[config.mk]
export PLATFORM = sky130hd
export DESIGN_NAME = adsr_envelope_generator
export DESIGN_NICKNAME = d
export VERILOG_FILES = /design/src/design/adsr_pkg.sv /design/src/design/adsr_div.sv /design/src/design/adsr_envelope_generator.sv
export VERILOG_INCLUDE_DIRS = /design/src /design/src/design
export SDC_FILE = /design/constraint.sdc
export NUM_CORES = 1
export LEC_CHECK = 0
export BUFFER_PORTS_ARGS = -buffer_cell sky130_fd_sc_hd__buf_2
export CAP_MARGIN = 20
export CORE_ASPECT_RATIO = 0.75
export CORE_UTILIZATION = 41
export CTS_CLUSTER_SIZE = 8
export DETAILED_ROUTE_END_ITERATION = 6
export MAX_ROUTING_LAYER = met4
export SYNTH_ARGS = -nofsm -noshare
export SYNTH_HDL_FRONTEND = slang
export SYNTH_SLANG_ARGS = --single-unit
export TNS_END_PERCENT = 5
[constraint.sdc]
create_clock -name clk -period 9 [get_ports clk]
set_input_delay 1.8 -clock clk [delete_from_list [all_inputs] [get_ports clk]]
set_output_delay 1.8 -clock clk [all_outputs]
set_load 0.05 [all_outputs]
[src/design/adsr_envelope_generator_macros.svh]
// assertion macros for the envelope generator
`ifndef ADSR_ENVELOPE_GENERATOR_MACROS_SVH
`define ADSR_ENVELOPE_GENERATOR_MACROS_SVH
`ifndef SYNTHESIS
`define ADSR_ASSERT_SAME(lbl, ck, rn, ante, cons) \
	lbl: assert property (@(posedge ck) disable iff (!rn) (ante) |-> (cons)) \
		else $error("envelope assertion failed");
`define ADSR_ASSERT_NEXT(lbl, ck, rn, ante, cons) \
	lbl: assert property (@(posedge ck) disable iff (!rn) (ante) |=> (cons)) \
		else $error("envelope assertion failed");
`else
`define ADSR_ASSERT_SAME(lbl, ck, rn, ante, cons)
`define ADSR_ASSERT_NEXT(lbl, ck, rn, ante, cons)
`endif
`endif

[src/design/adsr_pkg.sv]
package adsr_pkg;

	// register indexes on the configuration port
	localparam logic [1:0] REG_ATTACK_LEN    = 2'd0;
	localparam logic [1:0] REG_DECAY_LEN     = 2'd1;
	localparam logic [1:0] REG_SUSTAIN_LEVEL = 2'd2;
	localparam logic [1:0] REG_RELEASE_LEN   = 2'd3;

	// status of the serial divider
	typedef struct packed {
		logic busy;
		logic done;
	} div_stat_t;

endpackage

[src/design/adsr_div.sv]
module adsr_div import adsr_pkg::*; #(
	parameter int LEN_BITS   = 20,
	parameter int LEVEL_BITS = 16
) (
	input  logic                           clk,
	input  logic                           arst_n,
	input  logic                           start,
	input  logic [LEN_BITS+LEVEL_BITS-1:0] dividend,
	input  logic [LEN_BITS-1:0]            divisor,
	output logic [LEVEL_BITS-1:0]          quotient,
	output div_stat_t                      stat
);

	localparam int CNT_W = $clog2(LEVEL_BITS + 1);

	logic              busy_q;
	logic              done_q;
	logic [CNT_W-1:0]  cnt_q;
	logic [LEN_BITS-1:0]   rem_q;
	logic [LEN_BITS-1:0]   div_q;
	logic [LEVEL_BITS-1:0] quo_q;

	logic [LEN_BITS:0] trial;
	logic [LEN_BITS:0] diff;
	logic              ge;

	// restoring step: the quotient is known to fit, so the top bits start
	// as a partial remainder below the divisor
	assign trial = {rem_q, quo_q[LEVEL_BITS-1]};
	assign diff  = trial - {1'b0, div_q};
	assign ge    = trial >= {1'b0, div_q};

	always_ff @(posedge clk or negedge arst_n) begin
		if (!arst_n) begin
			busy_q <= 1'b0;
			done_q <= 1'b0;
			cnt_q  <= '0;
		end else begin
			done_q <= 1'b0;
			if (start) begin
				busy_q <= 1'b1;
				cnt_q  <= CNT_W'(LEVEL_BITS);
			end else if (busy_q) begin
				cnt_q <= cnt_q - CNT_W'(1);
				if (cnt_q == CNT_W'(1)) begin
					busy_q <= 1'b0;
					done_q <= 1'b1;
				end
			end
		end
	end

	always_ff @(posedge clk) begin
		if (start) begin
			rem_q <= dividend[LEN_BITS+LEVEL_BITS-1:LEVEL_BITS];
			quo_q <= dividend[LEVEL_BITS-1:0];
			div_q <= divisor;
		end else if (busy_q) begin
			rem_q <= ge ? diff[LEN_BITS-1:0] : trial[LEN_BITS-1:0];
			quo_q <= {quo_q[LEVEL_BITS-2:0], ge};
		end
	end

	assign quotient  = quo_q;
	assign stat.busy = busy_q;
	assign stat.done = done_q;

endmodule

[src/design/adsr_envelope_generator.sv]
// linear adsr envelope, one level word per sample word
// timed phases go through the accept cycle, one or more settle steps, a multiply,
// the divider start and wait, and a finish step; sustain and done skip the
// multiply and the divider and go from settle straight to finish; the next
// word is taken once the result is held
// reset puts the envelope at the first attack sample with the default lengths
module adsr_envelope_generator import adsr_pkg::*; #(
	parameter int LEN_BITS   = 20,
	parameter int LEVEL_BITS = 16
) (
	input  logic                  clk,
	input  logic                  arst_n,
	input  logic                  psel,
	input  logic                  penable,
	input  logic                  pwrite,
	input  logic [3:0]            paddr,
	input  logic [31:0]           pwdata,
	output logic [31:0]           prdata,
	output logic                  pready,
	input  logic                  in_valid,
	output logic                  in_stall,
	input  logic                  release_req,
	input  logic                  retrigger,
	output logic                  out_valid,
	input  logic                  out_stall,
	output logic [LEVEL_BITS-1:0] level,
	output logic [2:0]            phase,
	output logic                  done_res
);

	`include "adsr_envelope_generator_macros.svh"

	localparam int PROD_W = LEN_BITS + LEVEL_BITS;
	localparam logic [LEVEL_BITS-1:0] FULL = '1;

	typedef enum logic [2:0] {
		PH_ATTACK  = 3'd0,
		PH_DECAY   = 3'd1,
		PH_SUSTAIN = 3'd2,
		PH_RELEASE = 3'd3,
		PH_DONE    = 3'd4
	} phase_t;

	typedef enum logic [2:0] {
		S_IDLE,
		S_SETTLE,
		S_MUL,
		S_DIVGO,
		S_DIVW,
		S_FIN
	} state_t;

	state_t                state_q;
	phase_t                phase_q;
	logic [LEN_BITS-1:0]   pos_q;
	logic [LEVEL_BITS-1:0] res_q;
	logic                  out_valid_q;
	logic [LEVEL_BITS-1:0] level_q;
	logic [2:0]            phase_out_q;
	logic                  done_q;

	logic [LEN_BITS-1:0]   attack_len_q;
	logic [LEN_BITS-1:0]   decay_len_q;
	logic [LEVEL_BITS-1:0] sustain_q;
	logic [LEN_BITS-1:0]   release_len_q;

	logic [PROD_W-1:0]     prod_q;
	logic [LEN_BITS-1:0]   divisor_q;

	logic [LEN_BITS-1:0]   len_sel;
	logic [LEVEL_BITS-1:0] k_sel;
	logic                  timed;
	logic                  cfg_wr;
	logic                  accept;
	logic                  out_free;
	logic                  div_start;
	logic [LEVEL_BITS-1:0] quotient;
	div_stat_t             div_stat;

	// configuration port
	assign pready = 1'b1;
	assign cfg_wr = psel && penable && pwrite;

	always_ff @(posedge clk or negedge arst_n) begin
		if (!arst_n) begin
			attack_len_q  <= LEN_BITS'(480);
			decay_len_q   <= LEN_BITS'(4800);
			sustain_q     <= LEVEL_BITS'(49152);
			release_len_q <= LEN_BITS'(9600);
		end else if (cfg_wr) begin
			case (paddr[3:2])
				REG_ATTACK_LEN:    attack_len_q  <= pwdata[LEN_BITS-1:0];
				REG_DECAY_LEN:     decay_len_q   <= pwdata[LEN_BITS-1:0];
				REG_SUSTAIN_LEVEL: sustain_q     <= pwdata[LEVEL_BITS-1:0];
				REG_RELEASE_LEN:   release_len_q <= pwdata[LEN_BITS-1:0];
				default: ;
			endcase
		end
	end

	always_comb begin
		case (paddr[3:2])
			REG_ATTACK_LEN:    prdata = 32'(attack_len_q);
			REG_DECAY_LEN:     prdata = 32'(decay_len_q);
			REG_SUSTAIN_LEVEL: prdata = 32'(sustain_q);
			REG_RELEASE_LEN:   prdata = 32'(release_len_q);
			default:           prdata = '0;
		endcase
	end

	// per-phase length and slope scale
	always_comb begin
		case (phase_q)
			PH_ATTACK: begin
				len_sel = attack_len_q;
				k_sel   = FULL;
				timed   = 1'b1;
			end
			PH_DECAY: begin
				len_sel = decay_len_q;
				k_sel   = FULL - sustain_q;
				timed   = 1'b1;
			end
			PH_RELEASE: begin
				len_sel = release_len_q;
				k_sel   = sustain_q;
				timed   = 1'b1;
			end
			default: begin
				len_sel = release_len_q;
				k_sel   = sustain_q;
				timed   = 1'b0;
			end
		endcase
	end

	assign in_stall  = (state_q != S_IDLE);
	assign accept    = in_valid && !in_stall;
	assign out_free  = !out_valid_q || !out_stall;
	assign div_start = (state_q == S_DIVGO);

	always_ff @(posedge clk) begin
		if (state_q == S_MUL) begin
			prod_q    <= PROD_W'(k_sel) * PROD_W'(pos_q);
			divisor_q <= len_sel;
		end
	end

	adsr_div #(
		.LEN_BITS   (LEN_BITS),
		.LEVEL_BITS (LEVEL_BITS)
	) u_div (
		.clk      (clk),
		.arst_n   (arst_n),
		.start    (div_start),
		.dividend (prod_q),
		.divisor  (divisor_q),
		.quotient (quotient),
		.stat     (div_stat)
	);

	always_ff @(posedge clk or negedge arst_n) begin
		if (!arst_n) begin
			state_q     <= S_IDLE;
			phase_q     <= PH_ATTACK;
			pos_q       <= '0;
			res_q       <= '0;
			out_valid_q <= 1'b0;
			level_q     <= '0;
			phase_out_q <= '0;
			done_q      <= 1'b0;
		end else begin
			if (state_q == S_FIN && out_free) begin
				out_valid_q <= 1'b1;
			end else if (out_valid_q && !out_stall) begin
				out_valid_q <= 1'b0;
			end
			case (state_q)
				S_IDLE: begin
					if (accept) begin
						// release request first, retrigger only when no release is requested
						if (release_req) begin
							phase_q <= PH_RELEASE;
							pos_q   <= '0;
						end else if (retrigger) begin
							phase_q <= PH_ATTACK;
							pos_q   <= '0;
						end
						state_q <= S_SETTLE;
					end
				end
				S_SETTLE: begin
					// one phase step per cycle past ended or empty phases
					if (timed && !(pos_q < len_sel)) begin
						pos_q <= '0;
						case (phase_q)
							PH_ATTACK: phase_q <= PH_DECAY;
							PH_DECAY:  phase_q <= PH_SUSTAIN;
							default:   phase_q <= PH_DONE;
						endcase
					end else if (timed) begin
						state_q <= S_MUL;
					end else begin
						res_q   <= (phase_q == PH_SUSTAIN) ? sustain_q : '0;
						state_q <= S_FIN;
					end
				end
				S_MUL: begin
					state_q <= S_DIVGO;
				end
				S_DIVGO: begin
					state_q <= S_DIVW;
				end
				S_DIVW: begin
					if (div_stat.done) begin
						case (phase_q)
							PH_ATTACK: res_q <= quotient;
							PH_DECAY:  res_q <= FULL - quotient;
							default:   res_q <= sustain_q - quotient;
						endcase
						state_q <= S_FIN;
					end
				end
				S_FIN: begin
					if (out_free) begin
						level_q     <= res_q;
						phase_out_q <= phase_q;
						done_q      <= (phase_q == PH_DONE);
						pos_q       <= timed ? pos_q + LEN_BITS'(1) : '0;
						state_q     <= S_IDLE;
					end
				end
				default: begin
					state_q <= S_IDLE;
				end
			endcase
		end
	end

	assign out_valid = out_valid_q;
	assign level     = level_q;
	assign phase     = phase_out_q;
	assign done_res  = done_q;

	`ADSR_ASSERT_NEXT(a_busy_after_accept, clk, arst_n, accept, in_stall)
	`ADSR_ASSERT_SAME(a_done_matches_phase, clk, arst_n, out_valid, done_res == (phase == 3'(PH_DONE)))
	`ADSR_ASSERT_SAME(a_div_only_in_wait, clk, arst_n, div_stat.busy, state_q == S_DIVW)
	`ADSR_ASSERT_NEXT(a_held_result, clk, arst_n, out_valid && out_stall, out_valid && $stable(level))

endmodule
==> results.toml <==
[clock_tree]
tritoncts = "done"
h-tree-depth = 2
holdBufCountCts = 0
cts_root_buffer = "clkbuf_16"
cts.sinks = 258
clk_latency_ns = 0.54
cts-buffers-inserted = 38
cts_setup_buffers = 0
cts.clk_slew.worst_paths_ns = 0.06
clockBufferDepth = 3
cts_resized = 0

[critical_path]
cp_common_cell = "fa_1"
cp_slowest_cell = "o21ai_1"
cp-end-kind = "flip-flop"
cp.arrival_ns = 8.53
worst_path_dominant_cell_family = "adder cells"
cpPeakStageDelay_ns = 0.88
crit_buf_inv = 2
crit_required_ns = 9.26
crit_path_start_kind = "flip-flop"
worstPathCellList = "or2_2, o21ai_1, and2_1, fa_1, fa_1, fa_1, fa_1, fa_1, inv_1, fa_1, inv_1, ha_1, and3_1, nand3_1, or3_1, a311o_1, o21ai_1, o21ai_0, o21ai_0, xor2_1"
critical_path_class = "reg -> reg"
path_max_fanout = 29

[layout]
n_antenna_cell = 0
design_area_um2 = 26200
syn_to_final_growth_pct = 9.64
drive_above_1_share = 0.122
fin_nets = 2924

[sta]
skew_ns = 0.0229
hold_viol = 0
timing.fmax_mhz = 121
worst_pin_slew_ns = 1.14
finalSetupTns_ns = 0
relSlewSlack = 0.241
rsz0062_at_grt = "no"
period_needed_ns = 8.27
drv_slew = 0
setup_violations = 0
min_period_over_period = 0.918

[yosys]
synth-adder-area-share = 0.298
synth.top_cell.area_share = 0.211
netlist_top_cells_area = "fa_1 21%, edfxtp_1 14%, dfrtp_1 14%"
yosysSeqAreaShare = 0.294
synthXorXnorAreaFrac = 0.0297
synth_seq_cells = 258
synth_flop_cell = "dfrtp_1"
synth_cell_type_count = 66
synth_compound_area_frac = 0.0895
syn_area_per_cell_um2 = 9.80
synth_largest_area_cell = "fa_1"
syn-cell-area_um2 = 23900
yosys-mux-area-fraction = 0.0712
synth_top_family_by_area = "adder cells"
synth_edf_count = 112
synth-simple-area-share = 0.141
synthArstFlopShare = 0.566
synth_cells = 2439
synth_most_common_cell = "inv_1"
synthTopCellsByCount = "331 x inv_1, 307 x nand2_1, 252 x fa_1, 165 x ha_1, 144 x and2_1"
yosysWarnings = 0

[placed_design]
gp_congestion = 0.888
place_area_um2 = 25000
io_buffers = 72
place_hpwl_um = 46100

[worst_hold_path]
hold_path.class = "reg -> reg"

[die]
initial_core_util = 0.415
fp-row-count = 76
dieArea_um2 = 59300
die_h_um = 211
die_x_um = 281
coreArea_um2 = 57500
ios = 100

[grt]
met3_usage = 0.0436
busiest_layer = "met2"
grt_overflow = 0
met1_usage = 0.318
antenna_found_initial = 1
grt_pass1_vias = 17882
gr-usage-all-layers = 0.223
grt_start_max_net_pins = 80
grt_pass1_wl_um = 100000
met2_usage = 0.334

[route]
drt-pass1-iter-count = 5
vias = 17494
antenna_left = 0
drc_errors = 0
viasPerCell = 5.35
wl_per_cell_um = 19.1
drt_iter0_markers = 1125
drt_wl_total_um = 62400

[pwr]
vdd_drop_max_uv = 230
p_leak_nw = 12.3
power_density_nw_per_um2 = 250

[run_status]
outcome = "finished clean"

[run]
drv_cap = 0
==> cell type report <==
class | count | area, µm²
tap | 780 | 976
inverter | 331 | 1240
clock inverter | 3 | 41.3
clock buffer | 67 | 1080
multi-input combinational | 1721 | 15100
sequential | 258 | 7040
fill | 5417 | 31300
timing repair buffer | 112 | 702
==> final timing paths <==
kind / cells past startpoint / slack, ns / from / end
worst max-delay path: 20 / 0.73 / phase_q[1] / prod_q[34]
worst min-delay path: 0 / 0.42 / divisor_q[19] / u_div.div_q[19]
worst max register to register: 20 / 0.73 / phase_q[1] / prod_q[34]
worst min register to register: 0 / 0.42 / divisor_q[19] / u_div.div_q[19]
max in group asynchronous: 3 / 6.57 / arst_n / decay_len_q[12]
min in group asynchronous: 1 / 1.25 / arst_n / res_q[5]
==> sequential cells by signal, summed over array words and instances, names as in the netlist <==
name,cells
level,16
u_div.rem_q,20
attack_len_q,20
phase,3
u_div.cnt_q,5
sustain_q,16
release_len_q,20
out_valid,1
u_div.quotient,16
res_q,16
done_res,1
u_div.done_q,1
phase_q,3
pos_q,20
state_q,3
divisor_q,20
decay_len_q,20
u_div.busy_q,1
prod_q,36
u_div.div_q,20
==> cell families (layout without fill, tap and decap cells) <==
group,after synthesis,count (layout)
AO/OA/AOI/OAI,352,352
XOR/XNOR,81,81
adder cells (fa/ha/maj),417,417
buffers and inverters,471,513
flip-flops,258,258
multiplexers,138,138
other,2,13
AND/OR/NAND/NOR,720,720
==> power by group <==
group,total (mW),internal [mW],switching (mW)
registers,1.98,1.70,0.274
clock network,1.35,0.812,0.540
logic,3.22,1.08,2.14
==> per-layer routing <==
metal  wire length [µm]  share of wire  vias to the layer above
met5                  0              0                        -
met4                851          0.014                        0
met2              27800           0.45                      479
li1                   -              -                     7999
met1              29500           0.47                     8947
met3               4160          0.067                       69
==> layout by cell type (no fill, tap or decap), types with 9 or more instances in the layout <==
cell type / netlist / final
nor2_1: 122 / 121
buf_2: 4 / 71
mux2_2: 96 / 96
a21oi_1: 108 / 107
nand4_1: 10 / 10
edfxtp_1: 112 / 112
clkbuf_1: 117 / 28
a211oi_1: 9 / 9
and2_1: 144 / 144
dfrtp_1: 132 / 131
inv_1: 331 / 330
and3_1: 24 / 24
nor2b_1: 13 / 13
xor2_1: 35 / 35
o21ai_0: 114 / 98
mux2i_1: 26 / 26
a22oi_1: 9 / 9
conb_1: 2 / 13
a31oi_1: 22 / 22
buf_4: 13 / 37
nand2b_1: 15 / 15
clkbuf_16: 0 / 39
a21o_1: 30 / 30
o21a_1: 9 / 9
ha_1: 165 / 165
nor3_1: 25 / 23
nand3_1: 31 / 31
mux4_2: 16 / 16
fa_1: 252 / 252
dfstp_2: 14 / 14
nand2_1: 307 / 307
or3_1: 12 / 12
xnor2_1: 46 / 46
o21ai_1: 2 / 15
==> per-stage QoR <==
step | instances | worst slack (ns) | util | hold WS (ns) | power [mW]
finish | 3272 | 0.734 | 0.455 | 0.416 | 6.55
detailed placement | 3199 | 0.808 | 0.435 | 0.405 | 5.17
CTS | 3269 | 0.785 | 0.454 | 0.415 | 6.54
floorplan | 2450 | 1.85 | - | 0.400 | 4.17
global route | 3272 | 0.467 | 0.455 | 0.420 | 6.97
global placement | 3199 | 0.919 | 0.435 | 0.404 | 5.08
Power figures use the tool's default switching activity.
